$ cat src/design/cle_pkg.sv
// cle_pkg: shared constants and types for the console line editor
// key codes, sequencer states and the result transfer struct
// no dependencies
package cle_pkg;

  localparam int CLE_BUF_DEPTH = 16;

  localparam logic [7:0] KEY_ESC  = 8'h1B;
  localparam logic [7:0] KEY_LBR  = 8'h5B;
  localparam logic [7:0] KEY_LEFT = 8'h44;
  localparam logic [7:0] KEY_RGHT = 8'h43;
  localparam logic [7:0] KEY_BS   = 8'h08;
  localparam logic [7:0] KEY_DEL  = 8'h7F;
  localparam logic [7:0] KEY_CR   = 8'h0D;
  localparam logic [7:0] KEY_NL   = 8'h0A;
  localparam logic [7:0] KEY_EOF  = 8'h04;
  localparam logic [7:0] KEY_KILL = 8'h15;
  localparam logic [7:0] KEY_PROC = 8'h10;
  localparam logic [7:0] KEY_SP   = 8'h20;

  localparam logic [1:0] ST_BYTE = 2'd0;
  localparam logic [1:0] ST_LINE = 2'd1;
  localparam logic [1:0] ST_NONE = 2'd2;
  localparam logic [1:0] ST_EOF  = 2'd3;

  localparam logic TGT_ECHO   = 1'b0;
  localparam logic TGT_READER = 1'b1;

  typedef enum logic [1:0] {
    PH_NORMAL = 2'd0,
    PH_ESC    = 2'd1,
    PH_CSI    = 2'd2
  } cle_phase_t;

  typedef enum logic [3:0] {
    S_IDLE, S_EMIT, S_RDATA, S_CDATA,
    S_INS_RD, S_INS_WR, S_BSN,
    S_BK_RD, S_BK_WR,
    S_RUB1, S_RUB2, S_RUB3,
    S_KILL_RD, S_KILL_EV, S_KILL_CHK, S_KILL_EV2
  } cle_state_t;

  typedef struct packed {
    logic       vld;
    logic       target;
    logic [7:0] data;
    logic [1:0] status;
    logic       last;
  } cle_emit_t;

endpackage

$ cat src/design/cle_core.sv
// cle_core: line editing sequencer around the line store memory
// one read port and one write port, read data registered; uses cle_pkg
module cle_core import cle_pkg::*; #(
  parameter int BUF_DEPTH = CLE_BUF_DEPTH
) (
  input  logic       clk,
  input  logic       rst_n,
  input  logic       start,
  input  logic       kind,
  input  logic [7:0] key_code,
  input  logic       read_first,
  input  logic       raw_mode,
  input  logic       out_free,
  output logic       idle,
  output cle_emit_t  emit
);

  localparam int PW = $clog2(2 * BUF_DEPTH);
  localparam int AW = $clog2(BUF_DEPTH);

  function automatic logic [PW-1:0] p_adv(input logic [PW-1:0] p);
    return (p == PW'(2 * BUF_DEPTH - 1)) ? '0 : p + 1'b1;
  endfunction

  function automatic logic [PW-1:0] p_back(input logic [PW-1:0] p);
    return (p == '0) ? PW'(2 * BUF_DEPTH - 1) : p - 1'b1;
  endfunction

  function automatic logic [PW-1:0] p_dist(input logic [PW-1:0] a, input logic [PW-1:0] b);
    logic [PW:0] s;
    s = {1'b0, a} + (PW+1)'(2 * BUF_DEPTH) - {1'b0, b};
    return (a >= b) ? a - b : s[PW-1:0];
  endfunction

  function automatic logic [AW-1:0] p_slot(input logic [PW-1:0] p);
    logic [PW-1:0] q;
    q = p - PW'(BUF_DEPTH);
    return (p >= PW'(BUF_DEPTH)) ? q[AW-1:0] : p[AW-1:0];
  endfunction

  logic [7:0] mem [BUF_DEPTH];
  logic [7:0] rdata_r;
  logic       we, re;
  logic [AW-1:0] waddr, raddr;
  logic [7:0] wdata;

  cle_state_t state_r, state_nxt;
  cle_phase_t ph_r, ph_nxt;
  logic [PW-1:0] rd_r, rd_nxt, cm_r, cm_nxt, end_r, end_nxt, cur_r, cur_nxt, w_r, w_nxt;
  logic [PW-1:0] cnt_r, cnt_nxt, bsn_r, bsn_nxt;
  logic [7:0] hold_r, hold_nxt;
  logic       kill_r, kill_nxt, first_r, first_nxt;
  cle_emit_t  pend_r, pend_nxt;

  logic       room;
  logic [7:0] k2;
  logic [PW-1:0] e1;

  always_ff @(posedge clk) begin
    if (we) mem[waddr] <= wdata;
    if (re) rdata_r <= mem[raddr];
  end

  always_ff @(posedge clk) begin
    if (!rst_n) begin
      state_r <= S_IDLE;
      ph_r    <= PH_NORMAL;
      rd_r    <= '0;
      cm_r    <= '0;
      end_r   <= '0;
      cur_r   <= '0;
    end else begin
      state_r <= state_nxt;
      ph_r    <= ph_nxt;
      rd_r    <= rd_nxt;
      cm_r    <= cm_nxt;
      end_r   <= end_nxt;
      cur_r   <= cur_nxt;
    end
  end

  always_ff @(posedge clk) begin
    w_r     <= w_nxt;
    cnt_r   <= cnt_nxt;
    bsn_r   <= bsn_nxt;
    hold_r  <= hold_nxt;
    kill_r  <= kill_nxt;
    first_r <= first_nxt;
    pend_r  <= pend_nxt;
  end

  assign idle = (state_r == S_IDLE);
  assign room = p_dist(end_r, rd_r) < PW'(BUF_DEPTH);
  assign k2   = (key_code == KEY_CR) ? KEY_NL : key_code;
  assign e1   = p_adv(end_r);

  always_comb begin
    state_nxt = state_r;
    ph_nxt    = ph_r;
    rd_nxt    = rd_r;
    cm_nxt    = cm_r;
    end_nxt   = end_r;
    cur_nxt   = cur_r;
    w_nxt     = w_r;
    cnt_nxt   = cnt_r;
    bsn_nxt   = bsn_r;
    hold_nxt  = hold_r;
    kill_nxt  = kill_r;
    first_nxt = first_r;
    pend_nxt  = pend_r;
    we        = 1'b0;
    waddr     = p_slot(end_r);
    wdata     = key_code;
    re        = 1'b0;
    raddr     = p_slot(rd_r);
    emit      = '0;
    unique case (state_r)
      S_IDLE: begin
        if (start) begin
          if (kind) begin
            first_nxt = read_first;
            if (raw_mode) begin
              cm_nxt  = end_r;
              cur_nxt = end_r;
            end
            if (rd_r == (raw_mode ? end_r : cm_r)) begin
              pend_nxt  = '{vld: 1'b1, target: TGT_READER, data: 8'h00,
                            status: ST_NONE, last: 1'b1};
              state_nxt = S_EMIT;
            end else begin
              re        = 1'b1;
              state_nxt = S_RDATA;
            end
          end else if (raw_mode) begin
            if (room) begin
              we      = 1'b1;
              end_nxt = e1;
              cm_nxt  = e1;
              cur_nxt = e1;
            end
          end else if (key_code == KEY_ESC) begin
            ph_nxt = PH_ESC;
          end else if (key_code == KEY_LBR && ph_r == PH_ESC) begin
            ph_nxt = PH_CSI;
          end else if (ph_r == PH_CSI) begin
            ph_nxt = PH_NORMAL;
            if (key_code == KEY_LEFT && cur_r != cm_r) begin
              cur_nxt   = p_back(cur_r);
              pend_nxt  = '{vld: 1'b1, target: TGT_ECHO, data: KEY_BS,
                            status: ST_BYTE, last: 1'b1};
              state_nxt = S_EMIT;
            end else if (key_code == KEY_RGHT && cur_r != end_r) begin
              re        = 1'b1;
              raddr     = p_slot(cur_r);
              cur_nxt   = p_adv(cur_r);
              state_nxt = S_CDATA;
            end
          end else begin
            ph_nxt = PH_NORMAL;
            if (key_code == KEY_PROC) begin
              state_nxt = S_IDLE;
            end else if (key_code == KEY_KILL) begin
              bsn_nxt   = '0;
              kill_nxt  = 1'b1;
              state_nxt = S_KILL_RD;
            end else if (key_code == KEY_BS || key_code == KEY_DEL) begin
              if (cur_r != cm_r) begin
                cnt_nxt   = p_dist(end_r, cur_r);
                bsn_nxt   = p_dist(end_r, cur_r);
                w_nxt     = cur_r;
                end_nxt   = p_back(end_r);
                cur_nxt   = p_back(cur_r);
                kill_nxt  = 1'b0;
                state_nxt = S_BK_RD;
              end
            end else if (room) begin
              if (k2 == KEY_NL || k2 == KEY_EOF) begin
                we        = 1'b1;
                wdata     = k2;
                end_nxt   = e1;
                cm_nxt    = e1;
                cur_nxt   = e1;
                pend_nxt  = '{vld: 1'b1, target: TGT_ECHO, data: k2,
                              status: ST_BYTE, last: 1'b1};
                state_nxt = S_EMIT;
              end else if (k2 != 8'h00) begin
                cnt_nxt   = p_dist(end_r, cur_r);
                bsn_nxt   = p_dist(end_r, cur_r);
                w_nxt     = cur_r;
                hold_nxt  = k2;
                end_nxt   = e1;
                cur_nxt   = p_adv(cur_r);
                if (p_dist(e1, rd_r) == PW'(BUF_DEPTH)) cm_nxt = e1;
                state_nxt = S_INS_RD;
              end
            end
          end
        end
      end
      S_EMIT: begin
        if (out_free) begin
          emit      = pend_r;
          state_nxt = S_IDLE;
        end
      end
      S_RDATA: begin
        if (out_free) begin
          emit.vld    = 1'b1;
          emit.target = TGT_READER;
          emit.last   = 1'b1;
          if (!raw_mode && rdata_r == KEY_EOF) begin
            emit.status = ST_EOF;
            if (first_r) rd_nxt = p_adv(rd_r);
          end else begin
            emit.data   = rdata_r;
            emit.status = (rdata_r == KEY_NL) ? ST_LINE : ST_BYTE;
            rd_nxt      = p_adv(rd_r);
          end
          state_nxt = S_IDLE;
        end
      end
      S_CDATA: begin
        if (out_free) begin
          emit      = '{vld: 1'b1, target: TGT_ECHO, data: rdata_r,
                        status: ST_BYTE, last: 1'b1};
          state_nxt = S_IDLE;
        end
      end
      S_INS_RD: begin
        if (cnt_r != '0) begin
          re    = 1'b1;
          raddr = p_slot(w_r);
        end
        state_nxt = S_INS_WR;
      end
      S_INS_WR: begin
        if (out_free) begin
          we       = 1'b1;
          waddr    = p_slot(w_r);
          wdata    = hold_r;
          emit     = '{vld: 1'b1, target: TGT_ECHO, data: hold_r, status: ST_BYTE,
                       last: (cnt_r == '0 && bsn_r == '0)};
          hold_nxt = rdata_r;
          w_nxt    = p_adv(w_r);
          if (cnt_r == '0) begin
            state_nxt = (bsn_r == '0) ? S_IDLE : S_BSN;
          end else begin
            cnt_nxt   = cnt_r - 1'b1;
            state_nxt = S_INS_RD;
          end
        end
      end
      S_BSN: begin
        if (out_free) begin
          emit    = '{vld: 1'b1, target: TGT_ECHO, data: KEY_BS, status: ST_BYTE,
                      last: (bsn_r == PW'(1))};
          bsn_nxt = bsn_r - 1'b1;
          if (bsn_r == PW'(1)) state_nxt = S_IDLE;
        end
      end
      S_BK_RD: begin
        if (cnt_r == '0) begin
          state_nxt = S_RUB1;
        end else begin
          re        = 1'b1;
          raddr     = p_slot(w_r);
          state_nxt = S_BK_WR;
        end
      end
      S_BK_WR: begin
        if (out_free) begin
          we        = 1'b1;
          waddr     = p_slot(p_back(w_r));
          wdata     = rdata_r;
          emit      = '{vld: 1'b1, target: TGT_ECHO, data: rdata_r,
                        status: ST_BYTE, last: 1'b0};
          w_nxt     = p_adv(w_r);
          cnt_nxt   = cnt_r - 1'b1;
          state_nxt = S_BK_RD;
        end
      end
      S_RUB1: begin
        if (out_free) begin
          emit      = '{vld: 1'b1, target: TGT_ECHO, data: KEY_BS,
                        status: ST_BYTE, last: 1'b0};
          state_nxt = S_RUB2;
        end
      end
      S_RUB2: begin
        if (out_free) begin
          emit      = '{vld: 1'b1, target: TGT_ECHO, data: KEY_SP,
                        status: ST_BYTE, last: 1'b0};
          state_nxt = kill_r ? S_KILL_CHK : S_RUB3;
        end
      end
      S_RUB3: begin
        if (out_free) begin
          emit      = '{vld: 1'b1, target: TGT_ECHO, data: KEY_BS, status: ST_BYTE,
                        last: (bsn_r == '0)};
          state_nxt = (bsn_r == '0) ? S_IDLE : S_BSN;
        end
      end
      S_KILL_RD: begin
        if (end_r == cm_r) begin
          state_nxt = S_IDLE;
        end else begin
          re        = 1'b1;
          raddr     = p_slot(p_back(end_r));
          state_nxt = S_KILL_EV;
        end
      end
      S_KILL_EV: begin
        if (rdata_r == KEY_NL) begin
          state_nxt = S_IDLE;
        end else begin
          end_nxt   = p_back(end_r);
          cur_nxt   = cm_r;
          state_nxt = S_RUB1;
        end
      end
      // look ahead one byte so the closing backspace knows if it ends the item
      S_KILL_CHK: begin
        if (end_r == cm_r) begin
          state_nxt = S_RUB3;
        end else begin
          re        = 1'b1;
          raddr     = p_slot(p_back(end_r));
          state_nxt = S_KILL_EV2;
        end
      end
      S_KILL_EV2: begin
        if (out_free) begin
          emit = '{vld: 1'b1, target: TGT_ECHO, data: KEY_BS, status: ST_BYTE,
                   last: (rdata_r == KEY_NL)};
          if (rdata_r == KEY_NL) begin
            state_nxt = S_IDLE;
          end else begin
            end_nxt   = p_back(end_r);
            cur_nxt   = cm_r;
            state_nxt = S_RUB1;
          end
        end
      end
      default: state_nxt = S_IDLE;
    endcase
  end

endmodule

$ cat src/design/console_line_editor_top.sv
// console line editor: keystroke and read items in, echo and reader answers out
// flow: a raw keystroke is written into the store, if it has room, with no result; a read
// answer is read from the line store into a register, then held in the output register
// shifting: each shifted byte is a store read, then a write back; each redraw backspace
// is one output; write backs and outputs stall while the output register is full
// reset: synchronous active-low rst_n clears pointers, escape phase and output valid,
// raw mode comes up set; the line store is not cleared
module console_line_editor_top import cle_pkg::*; #(
  parameter int BUF_DEPTH = CLE_BUF_DEPTH
) (
  input  logic        clk,
  input  logic        rst_n,
  input  logic        in_tvalid,
  output logic        in_tready,
  input  logic [15:0] in_tdata,   // [7:0] key_code, [8] read_first, [15:9] zero
  input  logic        in_tuser,   // [0] kind
  output logic        out_tvalid,
  input  logic        out_tready,
  output logic [15:0] out_tdata,  // [7:0] out_byte, [9:8] read_status, [15:10] zero
  output logic        out_tuser,  // [0] out_target
  output logic        out_tlast,
  input  logic        cfg_valid,
  output logic        cfg_ready,
  input  logic        cfg_data
);

  logic      raw_r;
  logic      idle;
  logic      out_free;
  cle_emit_t emit;
  logic      out_valid_r, out_valid_nxt;
  cle_emit_t out_r;

  assign cfg_ready = 1'b1;
  assign in_tready = idle;
  assign out_free  = !out_valid_r || out_tready;

  always_ff @(posedge clk) begin
    if (!rst_n) begin
      raw_r <= 1'b1;
    end else if (cfg_valid) begin
      raw_r <= cfg_data;
    end
  end

  cle_core #(.BUF_DEPTH(BUF_DEPTH)) u_core (
    .clk        (clk),
    .rst_n      (rst_n),
    .start      (in_tvalid && idle),
    .kind       (in_tuser),
    .key_code   (in_tdata[7:0]),
    .read_first (in_tdata[8]),
    .raw_mode   (raw_r),
    .out_free   (out_free),
    .idle       (idle),
    .emit       (emit)
  );

  always_comb begin
    out_valid_nxt = out_valid_r;
    if (emit.vld) out_valid_nxt = 1'b1;
    else if (out_tready) out_valid_nxt = 1'b0;
  end

  always_ff @(posedge clk) begin
    if (!rst_n) out_valid_r <= 1'b0;
    else        out_valid_r <= out_valid_nxt;
  end

  always_ff @(posedge clk) begin
    if (emit.vld) out_r <= emit;
  end

  assign out_tvalid = out_valid_r;
  assign out_tdata  = {6'b0, out_r.status, out_r.data};
  assign out_tuser  = out_r.target;
  assign out_tlast  = out_r.last;

endmodule

$ cat config.mk
export PLATFORM = sky130hd
export DESIGN_NAME = console_line_editor_top
export DESIGN_NICKNAME = d
export VERILOG_FILES = /design/src/design/cle_pkg.sv /design/src/design/cle_core.sv /design/src/design/console_line_editor_top.sv
export SDC_FILE = /design/constraint.sdc
export NUM_CORES = 1
export LEC_CHECK = 0
export BUFFER_PORTS_ARGS = -buffer_cell sky130_fd_sc_hd__buf_2
export CORE_MARGIN = 4
export CORE_UTILIZATION = 45
export DETAILED_ROUTE_END_ITERATION = 10
export PLACE_DENSITY = 0.64
export SLEW_MARGIN = 20
export SYNTH_ARGS = -nofsm -noshare
export SYNTH_HDL_FRONTEND = slang
export SYNTH_SLANG_ARGS = --single-unit
export TNS_END_PERCENT = 30
$ cat constraint.sdc
create_clock -name clk -period 9.5 [get_ports clk]
set_input_delay 0 -clock clk [delete_from_list [all_inputs] [get_ports clk]]
set_output_delay 0 -clock clk [all_outputs]
set_load 0.01 [all_outputs]
==> flow_summary_export.csv <==
group,metric,value,unit
timing,rsz0062_at_grt,"false",
routing,drt_iter0_markers,1132,
synth,ys_seq_area_frac,0.5208,
timing,hold_viol,0,
layout,layout_commonest_cell,"edfxtp_1",
power_and_ir_drop,p_total,0.003682,W
die,die_area,28340,µm²
synth,postSynthAreaPerCell,10.60,µm²
die,rows,58,
layout,syn_to_final_growth,10.39,%
global_route,grt_overflow_total,0,
critical_path,r2r_end,"u_core.rdata_r[2]",
layout,final_cells,1460,
timing,fin_setup_tns,0,ns
critical_path,crit_family,"simple AND/OR/NAND/NOR gates",
routing,top_layer,"met4",
power_and_ir_drop,ir_drop,0.1792,mV
die,die_w,168.3,µm
timing,finalCriticalPeriod,4.959,ns
critical_path,cp.required,9.75,ns
timing,setup_viol,0,
placement,pre_cts_slack,4.585,ns
critical_path,crit_top_cell,"or4_1",
timing,drv_slew,0,
layout,antenna-diode-count,0,
worst_hold_path,min_from,"in_tdata[1]",
critical_path,cp-endpoint,"u_core.rdata_r[2]",
timing,max_freq,201.7,MHz
die,pin_count,44,
critical_path,crit_cells,8,
routing,final_antenna_net_count,0,
synth,yosysWarnings,0,
critical_path,start_kind,"flop",
timing,postLayoutSetupSlackWorst,4.541,ns
routing,dr_wl_met3,2.948,mm
routing,wl_met2,14.45,mm
synth,synth_flop_cell,"edfxtp_1",
power_and_ir_drop,p_sw,0.001437,W
worst_hold_path,hold_class,"input pin to flop",
placement,post-dp-hpwl,22.01,mm
die,core,25250,µm²
clock_tree,cts.reportedPaths.clkPinSlew,0.06,ns
power_and_ir_drop,swShare,0.3903,
critical_path,path_cells,"or4_1 > nor2_1 > nand4_1 > a32oi_1 > nand2_1 > nand2b_1 > o22ai_1 > or4_1",
power_and_ir_drop,p_leak,4.664,nW
critical_path,worstSetupPathType,"flop to flop",
placement,portBuffers,29,
routing,wl_per_cell,22.03,µm
clock_tree,post_cts_resize_count,0,
critical_path,reg2reg_from,"u_core.state_r[3]",
clock_tree,htreeDepth,1,
placement,gp_congestion,0.9484,
layout,drive_gt1_frac,0.1018,
clock_tree,root_buffer,"clkbuf_16",
power_and_ir_drop,pwr-share-comb,0.387,
routing,viasPerCell,6.182,
clock_tree,cts_buffer_depth,3,
placement,place_inst,1405,
die,start_util,0.4581,
timing,period_share,0.5220,
synth,syn_area,11570,µm²
clock_tree,cts_tree,"built",
global_route,grt_max_degree,65,
layout,layout_common_cells,"edfxtp_1 (182), nand2_1 (105), nor2_1 (91), a21oi_1 (76)",
clock_tree,cts_sinks,210,
run,drv_cap,0,
power_and_ir_drop,power_density,288.3,nW/µm²
critical_path,slowest_stage,"or4_1",
power_and_ir_drop,intPower,0.002245,W
run_status,outcome,"completed",
synth,synth-seq-cells,210,
power_and_ir_drop,p_seq_frac,0.387,
routing,wl_met1,13.92,mm
timing,skew,0.02108,ns
die,die_y,168.3,µm
timing,worst_slew_pin_slew,1.095,ns
critical_path,arrival,5.21,ns
synth,yosysUniqueCellTypes,86,
critical_path,critical_path.startpoint,"u_core.state_r[3]",
clock_tree,cts_buffers,23,
global_route,grt_pass1_wl,49.23,mm
routing,drc,0,
critical_path,path_max_fanout,26,
layout,layout.nets,1164,
critical_path,reg2reg_depth,8,
global_route,grt_pass1_vias,8452,
critical_path,r2r_slack,4.54,ns
timing,whs,0.01603,ns
synth,synthCells,1092,
power_and_ir_drop,clock_power_share,0.226,
critical_path,slowest_delay,0.88,ns
clock_tree,clock_latency,0.53,ns
routing,wl,32.16,mm
routing,drt_first_pass_iters,6,
synth,synth-edff-count,182,
routing,vias,9026,
global_route,track_usage,0.2206,
synth,async_reset_ff_frac,0,
timing,relSlewSlack,0.2682,
critical_path,cp_num_buf_inv,0,
global_route,antenna_found_initial,0,
critical_path,crit_path_end_kind,"flop",
-- sequential cells by signal, indices dropped and copies added, names as in the netlist, 8 cells and up --
name,flops
u_core.rdata_r,8
u_core.hold_r,8
u_core.pend_r,9
u_core.mem,128
out_tdata,10
-- per-stage QoR --
step,utilization,instance area (µm²)
floorplan,-,11590
CTS,0.5057,12770
detailed placement,0.4731,11950
finish,0.5057,12770
global route,0.5057,12770
global placement,0.4729,11940
-- cells in the mapped netlist, types with 4 or more instances --
master,instances,area share
a221oi_1,28,0.021
buf_1,8,0.0026
or2_2,6,0.0032
o22ai_1,16,0.0087
a222oi_1,7,0.0061
xnor2_1,28,0.021
nand4_1,4,0.0022
or3_1,8,0.0043
a21oi_1,76,0.033
nand3_1,25,0.011
nor4_1,4,0.0022
edfxtp_1,182,0.47
a31oi_1,10,0.0054
a22oi_1,11,0.0071
o21ai_0,61,0.026
buf_4,8,0.0052
and3_1,18,0.0097
a21o_1,7,0.0045
a21boi_0,5,0.0032
xor2_1,15,0.011
buf_6,8,0.0078
nand2_1,105,0.034
nor3_1,21,0.0091
buf_2,8,0.0035
nor2_1,91,0.030
and2_1,8,0.0043
nor2b_1,9,0.0049
ha_1,26,0.028
nand2b_1,15,0.0081
nor4b_1,4,0.0030
inv_1,41,0.013
a211oi_1,11,0.0071
o211ai_1,7,0.0045
clkbuf_1,39,0.013
dfxtp_1,28,0.048
o31ai_1,5,0.0032
or4_1,10,0.0065
mux2i_1,58,0.050
o221ai_1,4,0.0030
-- worst min path at each step --
stage	end	slack, ns	cells after the start
detailed placement	u_core.first_r	0.18	1
floorplan	raw_r	0.06	1
finish	u_core.hold_r[1]	0.02	3
global placement	u_core.first_r	0.18	1
global route	u_core.hold_r[1]	0.04	3
CTS	u_core.pend_r[4]	0.002	3
-- power groups by stage --
stage	sequential, W	combinational (W)	clock (W)
after global routing	0.00144	0.00156	0.000881
final	0.00143	0.00143	0.000831
after detailed placement	0.00144	0.00140	0
after global placement	0.00144	0.00137	0
after floorplan	0.00138	0.00104	0
after CTS	0.00142	0.00141	0.000843
-- logic make-up (layout without fill, tap and decap cells) --
logic type,after synthesis,after routing,share of synthesized area
simple gates,344,344,0.1444
compound gates,286,286,0.1675
flops,210,210,0.5208
buf+inv,117,150,0.04812
mux,62,62,0.05440
xor+xnor,43,43,0.03255
fa+ha+maj,28,28,0.03158
other cells,2,7,0.0006491
-- worst min-delay path, delay by kind of cell --
family	cells	cell delay [ns]
buf+inv	1	0.19
simple gates	1	0.09
compound gates	1	0.14
-- metal layers --
metal,GRT usage,up-vias
li1,-,4140
met1,0.3234,4380
met2,0.3428,436
met3,0.03358,70
met4,0.06034,0
met5,0,-
-- cell type report --
type	instances	area (µm²)
fill	2242	12480
inverter	44	165.2
tap	330	412.9
timing repair buffer	64	440.4
clock buffer	30	621.8
multi-input combinational	770	5034
sequential	210	6026
clock inverter	12	72.57
-- repair_timing --
item                                    4_1_cts  5_1_grt
setup buffers                                 0        0
hold buffers                                 13        0
endpoints found under the setup margin        0        0
endpoints found under the hold margin        19        0
(Power assumes the default switching activity.)
